[src/sv/fhcc_pkg.sv]
// Shared constants and types for the file handle clock cache.
package fhcc_pkg;

   // Result field widths
   localparam int SLOT_OUT_W   = 4;
   localparam int TYPE_OUT_W   = 4;
   localparam int NUMBER_OUT_W = 36;
   localparam int OFFSET_OUT_W = 24;

   // Use flag of one slot
   typedef logic [1:0] flag_type;

   localparam flag_type FLAG_UNUSED = 2'd1;
   localparam flag_type FLAG_USED   = 2'd2;

endpackage

[src/sv/file_handle_clock_cache.sv]
// File handle clock cache: key lookup, empty-slot search and second-chance eviction.
// One slot per cycle is examined through the single entry memory read port and one key
// comparator; busy stays high until the result is strobed, and the next item can be
// accepted at the edge that takes the result. Reset (synchronous): all slots empty, hand
// at slot 0, no result.
module file_handle_clock_cache
   import fhcc_pkg::*;
#(
   parameter int SLOTS       = 16,
   parameter int TYPE_BITS   = 4,
   parameter int NUMBER_BITS = 36,
   parameter int OFFSET_BITS = 24
) (
   input  logic                    clock,
   input  logic                    reset,
   input  logic                    start,
   output logic                    busy,
   input  logic [TYPE_BITS-1:0]    req_file_kind,
   input  logic [NUMBER_BITS-1:0]  req_file_number,
   input  logic [OFFSET_BITS-1:0]  req_access_offset,
   output logic                    rsp_strobe,
   output logic [SLOT_OUT_W-1:0]   rsp_slot_index,
   output logic                    rsp_was_hit,
   output logic                    rsp_open_needed,
   output logic                    rsp_evict_needed,
   output logic [TYPE_OUT_W-1:0]   rsp_evicted_type,
   output logic [NUMBER_OUT_W-1:0] rsp_evicted_number,
   output logic [OFFSET_OUT_W-1:0] rsp_offset_out
);

   localparam int IDX_W     = $clog2(SLOTS);
   localparam int KEY_W     = TYPE_BITS + NUMBER_BITS;
   localparam int ENT_W     = KEY_W + 2;
   localparam int CNT_W     = $clog2(3 * SLOTS + 1);
   localparam int SWEEP_MAX = 3 * SLOTS;

   localparam logic [1:0] S_IDLE  = 2'd0;
   localparam logic [1:0] S_HIT   = 2'd1;
   localparam logic [1:0] S_EMPTY = 2'd2;
   localparam logic [1:0] S_SWEEP = 2'd3;

   function automatic logic [IDX_W-1:0] idx_next(input logic [IDX_W-1:0] i);
      return (i == IDX_W'(SLOTS - 1)) ? '0 : i + IDX_W'(1);
   endfunction

   // Entry memory: {flag, key} per slot
   logic [ENT_W-1:0] ent_mem [SLOTS];

   logic [1:0]        state_ff, state_in;
   logic [IDX_W-1:0]  iss_ff, iss_in;
   logic [IDX_W-1:0]  hand_ff, hand_in;
   logic [CNT_W-1:0]  cnt_ff, cnt_in;
   logic [SLOTS-1:0]  valid_ff, valid_in;
   logic [KEY_W-1:0]  key_ff;
   logic [OFFSET_BITS-1:0] ofs_ff;
   logic [ENT_W-1:0]  rd_data_ff;
   logic [IDX_W-1:0]  rd_idx_ff;

   logic [IDX_W-1:0]  rd_addr;
   logic              wr_en;
   logic [IDX_W-1:0]  wr_addr;
   logic [ENT_W-1:0]  wr_data;
   flag_type          rd_flag;
   logic [KEY_W-1:0]  rd_key;
   logic              accept;

   // Result of the deciding cycle
   logic              done;
   logic              res_hit;
   logic              res_evict;
   logic [IDX_W-1:0]  res_slot;
   logic [KEY_W-1:0]  res_old_key;

   logic                    rsp_strobe_ff;
   logic [SLOT_OUT_W-1:0]   rsp_slot_ff;
   logic                    rsp_hit_ff;
   logic                    rsp_open_ff;
   logic                    rsp_evict_ff;
   logic [TYPE_OUT_W-1:0]   rsp_type_ff;
   logic [NUMBER_OUT_W-1:0] rsp_number_ff;
   logic [OFFSET_OUT_W-1:0] rsp_offset_ff;

   assign busy    = (state_ff != S_IDLE);
   assign accept  = start && !busy;
   assign rd_flag = rd_data_ff[ENT_W-1 -: 2];
   assign rd_key  = rd_data_ff[KEY_W-1:0];

   // Sequence the lookup, empty search and second-chance sweep
   always_comb begin
      state_in    = state_ff;
      iss_in      = iss_ff;
      hand_in     = hand_ff;
      cnt_in      = cnt_ff;
      valid_in    = valid_ff;
      rd_addr     = iss_ff;
      wr_en       = 1'b0;
      wr_addr     = rd_idx_ff;
      wr_data     = {FLAG_USED, key_ff};
      done        = 1'b0;
      res_hit     = 1'b0;
      res_evict   = 1'b0;
      res_slot    = rd_idx_ff;
      res_old_key = rd_key;
      case (state_ff)
         S_IDLE: begin
            rd_addr = '0;
            if (start) begin
               state_in = S_HIT;
               iss_in   = idx_next('0);
            end
         end
         S_HIT: begin
            iss_in = idx_next(iss_ff);
            if (valid_ff[rd_idx_ff] && (rd_key == key_ff)) begin
               wr_en    = 1'b1;
               done     = 1'b1;
               res_hit  = 1'b1;
               state_in = S_IDLE;
            end else if (rd_idx_ff == IDX_W'(SLOTS - 1)) begin
               state_in = S_EMPTY;
               cnt_in   = '0;
            end
         end
         S_EMPTY: begin
            hand_in = idx_next(hand_ff);
            if (!valid_ff[hand_ff]) begin
               wr_en             = 1'b1;
               wr_addr           = hand_ff;
               valid_in[hand_ff] = 1'b1;
               done              = 1'b1;
               res_slot          = hand_ff;
               state_in          = S_IDLE;
            end else if (cnt_ff == CNT_W'(SLOTS - 1)) begin
               // hand is back at its start: begin the sweep there
               state_in = S_SWEEP;
               rd_addr  = idx_next(hand_ff);
               iss_in   = idx_next(idx_next(hand_ff));
               cnt_in   = '0;
            end else begin
               cnt_in = cnt_ff + CNT_W'(1);
            end
         end
         S_SWEEP: begin
            iss_in = idx_next(iss_ff);
            if ((cnt_ff == CNT_W'(SWEEP_MAX)) || (rd_flag == FLAG_UNUSED)) begin
               wr_en     = 1'b1;
               hand_in   = idx_next(rd_idx_ff);
               done      = 1'b1;
               res_evict = 1'b1;
               state_in  = S_IDLE;
            end else begin
               // second chance: age the slot and move on
               wr_en   = 1'b1;
               wr_data = {rd_flag - 2'd1, rd_key};
               hand_in = idx_next(rd_idx_ff);
               cnt_in  = cnt_ff + CNT_W'(1);
            end
         end
         default: begin
            state_in = S_IDLE;
         end
      endcase
   end

   // Entry memory port: one write, one registered read per cycle
   always_ff @(posedge clock) begin
      if (wr_en) begin
         ent_mem[wr_addr] <= wr_data;
      end
      rd_data_ff <= ent_mem[rd_addr];
      rd_idx_ff  <= rd_addr;
   end

   // Control state
   always_ff @(posedge clock) begin
      if (reset) begin
         state_ff <= S_IDLE;
         hand_ff  <= '0;
         valid_ff <= '0;
      end else begin
         state_ff <= state_in;
         hand_ff  <= hand_in;
         valid_ff <= valid_in;
      end
   end

   // Counters and the held item
   always_ff @(posedge clock) begin
      iss_ff <= iss_in;
      cnt_ff <= cnt_in;
      if (accept) begin
         key_ff <= {req_file_kind, req_file_number};
         ofs_ff <= req_access_offset;
      end
   end

   // Result register
   always_ff @(posedge clock) begin
      if (reset) begin
         rsp_strobe_ff <= 1'b0;
      end else begin
         rsp_strobe_ff <= done;
      end
      if (done) begin
         rsp_slot_ff   <= SLOT_OUT_W'(res_slot);
         rsp_hit_ff    <= res_hit;
         rsp_open_ff   <= !res_hit;
         rsp_evict_ff  <= res_evict;
         rsp_type_ff   <= res_evict ?
                          TYPE_OUT_W'(res_old_key[KEY_W-1 -: TYPE_BITS]) : '0;
         rsp_number_ff <= res_evict ?
                          NUMBER_OUT_W'(res_old_key[NUMBER_BITS-1:0]) : '0;
         rsp_offset_ff <= OFFSET_OUT_W'(ofs_ff);
      end
   end

   assign rsp_strobe         = rsp_strobe_ff;
   assign rsp_slot_index     = rsp_slot_ff;
   assign rsp_was_hit        = rsp_hit_ff;
   assign rsp_open_needed    = rsp_open_ff;
   assign rsp_evict_needed   = rsp_evict_ff;
   assign rsp_evicted_type   = rsp_type_ff;
   assign rsp_evicted_number = rsp_number_ff;
   assign rsp_offset_out     = rsp_offset_ff;

endmodule

[config.mk]
export PLATFORM = sky130hd
export DESIGN_NAME = file_handle_clock_cache
export DESIGN_NICKNAME = d
export VERILOG_FILES = /design/src/sv/fhcc_pkg.sv /design/src/sv/file_handle_clock_cache.sv
export SDC_FILE = /design/constraint.sdc
export NUM_CORES = 1
export LEC_CHECK = 0
export ABC_AREA = 0
export ABC_CLOCK_PERIOD_IN_PS = 6200
export BUFFER_PORTS_ARGS = -buffer_cell sky130_fd_sc_hd__buf_2
export CAP_MARGIN = 10
export CELL_PAD_IN_SITES_DETAIL_PLACEMENT = 1
export CELL_PAD_IN_SITES_GLOBAL_PLACEMENT = 1
export CORE_MARGIN = 4
export CORE_UTILIZATION = 47
export DETAILED_ROUTE_END_ITERATION = 8
export GPL_ROUTABILITY_DRIVEN = 0
export PLACE_DENSITY_LB_ADDON = 0.2
export RECOVER_POWER = 25
export SETUP_SLACK_MARGIN = 0.4
export SLEW_MARGIN = 0
export SYNTH_ARGS = -nofsm -noshare
export SYNTH_HDL_FRONTEND = slang
export SYNTH_SLANG_ARGS = --single-unit
export TNS_END_PERCENT = 10
[constraint.sdc]
create_clock -name clock -period 6.2 [get_ports clock]
set_input_delay 0.31 -clock clock [delete_from_list [all_inputs] [get_ports clock]]
set_output_delay 0.31 -clock clock [all_outputs]
set_load 0.03 [all_outputs]
==> results.json <==
{
  "status": "finished, violations left",
  "violations": "capacitance limit, slew limit",
  "cp-start-kind": "register",
  "grt_pass1_wl_mm": 166,
  "critPathMaxStageDelay_ps": 2100,
  "fp.coreArea_um2": 76100,
  "wl_per_cell_um": 30.1,
  "finalClockSkew_ps": 17.6,
  "drv_slew": 144,
  "grtUsageMet1": 0.380,
  "via_per_inst": 6.39,
  "crit_chain": "inv_1 > ha_1 > a41oi_1 > and2_0 > clkbuf_1 > nand2b_1",
  "top_usage_layer": "met2",
  "grt_max_degree": 169,
  "hold_violations": 0,
  "fin_ws_ps": 725,
  "htreeDepth": 3,
  "drt_iter0_drc": 2592,
  "sw_frac_of_total": 0.288,
  "seqPwrFrac": 0.466,
  "ant_nets": 0,
  "syn_to_final_growth_pct": 15.0,
  "final_cell_mix": "edfxtp_1, o211ai_1, inv_1",
  "share_comb_of_total_power": 0.166,
  "rsz0062_at_grt": "no",
  "worstMarginPinSlew_ps": 4330,
  "num_rows": 101,
  "grt_usage": 0.271,
  "finalCoreUtilization": 0.547,
  "num_vias": 23900,
  "ys_ff_latch": 886,
  "port_buffers": 139,
  "ioPinCount": 140,
  "yosysWarnings": 0,
  "intPower_mw": 11.0,
  "setup_viol": 0,
  "fmax_mhz": 183,
  "ys_async_sr_fraction": 0,
  "cts_buffers": 94,
  "synth_cell_types": 56,
  "ys.flop_type": "edfxtp_1",
  "post-place-ws_ps": 1100,
  "synthCells": 2484,
  "antenna_found_initial": 8,
  "cts.sinks": 886,
  "cts_tree": "done",
  "p_clk_frac": 0.369,
  "initial_utilization": 0.476,
  "syn-num-nets": 2565,
  "place_hpwl_mm": 60.0,
  "synth_edf_count": 817,
  "holdWs_ps": 86.9,
  "cts_buffer_depth": 3,
  "p_per_area_nw_per_um2": 371,
  "use_met2": 0.431,
  "chipHeight_um": 285,
  "max-cap-violations": 3,
  "ir_drop_mv": 0.243,
  "die-area_um2": 81500,
  "timing.slew.headroom": -1.89,
  "layout_commonest_cell": "edfxtp_1",
  "cpMaxStageDelayCell": "clkbuf_1",
  "drtPass1Iterations": 5,
  "path_class": "register to register",
  "synth_area_um2": 36200,
  "clock_latency_ps": 650,
  "hold_class": "input port to register",
  "p_sw_mw": 4.44,
  "post_dp_cell_area_um2": 38000,
  "routed_wl_mm": 112,
  "finalCriticalPeriod_ps": 5470,
  "postSynthAreaPerCell_um2": 14.6,
  "clkTransAtPathRegs_ps": 60,
  "grt_pass1_vias": 24900,
  "setup_tns_ps": 0,
  "cp_max_fo": 35,
  "power_leakage_nw": 13.6,
  "layout-drive-gt1-share": 0.117,
  "fin_nets": 2701,
  "final_area_um2": 41600,
  "dieWidth_um": 285,
  "arrival_ps": 5610,
  "critPathRequiredTime_ps": 6340,
  "finalCritPeriodShare": 0.883,
  "setup.worst_path.end_class": "register",
  "use_met3": 0.0551,
  "drc": 0,
  "yosysSeqAreaShare": 0.716,
  "ctsRootBufferMaster": "clkbuf_16",
  "grt_overflow": 0
}
## synth_stat cells (5+ instances only)
master | count | area share
dfxtp_1 | 69 | 0.038
o21ai_0 | 7 | 0.00097
mux4_2 | 6 | 0.0037
nor2b_1 | 6 | 0.0010
buf_4 | 5 | 0.0010
nand3_1 | 5 | 0.00069
a32oi_1 | 43 | 0.010
xnor2_1 | 48 | 0.012
buf_2 | 49 | 0.0068
a31oi_1 | 20 | 0.0035
inv_1 | 144 | 0.015
o31ai_1 | 127 | 0.026
nor3_1 | 10 | 0.0014
ha_1 | 14 | 0.0048
nand4_1 | 97 | 0.017
and3_1 | 6 | 0.0010
nand2_1 | 145 | 0.015
o211ai_1 | 168 | 0.035
mux2_2 | 42 | 0.013
a21oi_1 | 97 | 0.013
clkbuf_1 | 150 | 0.016
o31a_1 | 44 | 0.011
and2_1 | 44 | 0.0076
a21boi_1 | 7 | 0.0015
edfxtp_1 | 817 | 0.68
a311oi_1 | 44 | 0.011
a21boi_0 | 35 | 0.0073
a211oi_1 | 45 | 0.0093
a311o_1 | 42 | 0.012
a211o_1 | 45 | 0.011
buf_1 | 9 | 0.00093
nor2_1 | 50 | 0.0052
## cell type report
class	instances	area (um^2)
fill	7312	34500
tap	1030	1290
clock buffer	135	2710
timing repair buffer	255	1730
inverter	148	563
multi-input combinational	1235	8990
sequential	886	25900
antenna	2	5.00
clock inverter	42	419
## through the flow
stage	cells	power, mW
2_1_floorplan	2484	8.74
3_5_place_dp	3488	9.77
5_1_grt	3731	16.0
4_1_cts	3729	15.5
6_report	3733	15.4
3_3_place_gp	3488	9.70
## layer usage
layer	part of all wire	wire, um
met5	0.00011	12
met4	0.029	3300
met3	0.087	9760
met2	0.47	52700
met1	0.41	46400
## state kept, by name (all words and copies together) (netlist names), 6 cells and up
signal and flops:
rd_data_ff 42, cnt_ff 6, rsp_offset_out 24, ent_mem 672, rsp_evicted_number 36, key_ff 40, ofs_ff 24, valid_ff 16
## power by group through the flow
stage / Clock (mW) / Combinational [mW] / Sequential, mW
3_5_place_dp: 0 / 2.48 / 7.28
5_1_grt: 6.02 / 2.73 / 7.21
4_1_cts: 5.75 / 2.54 / 7.16
3_3_place_gp: 0 / 2.42 / 7.27
6_report: 5.69 / 2.56 / 7.18
2_1_floorplan: 0 / 1.59 / 7.15
## worst paths after layout
kind                  start                 to  slack, ps  cells after the start
setup / recovery  cnt_ff[0]     ent_mem[4][41]        730                      6
hold / removal        reset         hand_ff[0]         90                      2
setup reg to reg  cnt_ff[0]     ent_mem[4][41]        730                      6
hold reg to reg   ofs_ff[9]  rsp_offset_out[9]        420                      0
## timing repair
action / CTS / global route
buffers inserted: 0 / 0
hold buffers: 64 / 0
resized for setup: 0 / 0
setup endpoints to repair: 0 / 0
endpoints found under the hold margin: 64 / 0
## kinds of logic (layout without fill, tap and decap cells)
kind of cell | Yosys count | in the layout | synth area share
AOI/OAI and AO/OA | 739 | 739 | 0.156
xor gates and xnor gates | 52 | 52 | 0.0126
adders and majority gates | 14 | 14 | 0.00484
buffers and inverters | 363 | 580 | 0.0401
DFF | 886 | 886 | 0.716
muxes | 54 | 54 | 0.0185
other | 0 | 2 | 0
and+or+nand+nor | 376 | 376 | 0.0518
## worst max-delay path: cells and delay by family (launching register included)
family / cells / cell delay [ps]
buf+inv: 2 / 2170
simple gates: 2 / 1840
flops: 1 / 400
compound gates: 1 / 340
fa+ha+maj: 1 / 210
Note: power is estimated with default switching activity, not from simulation.
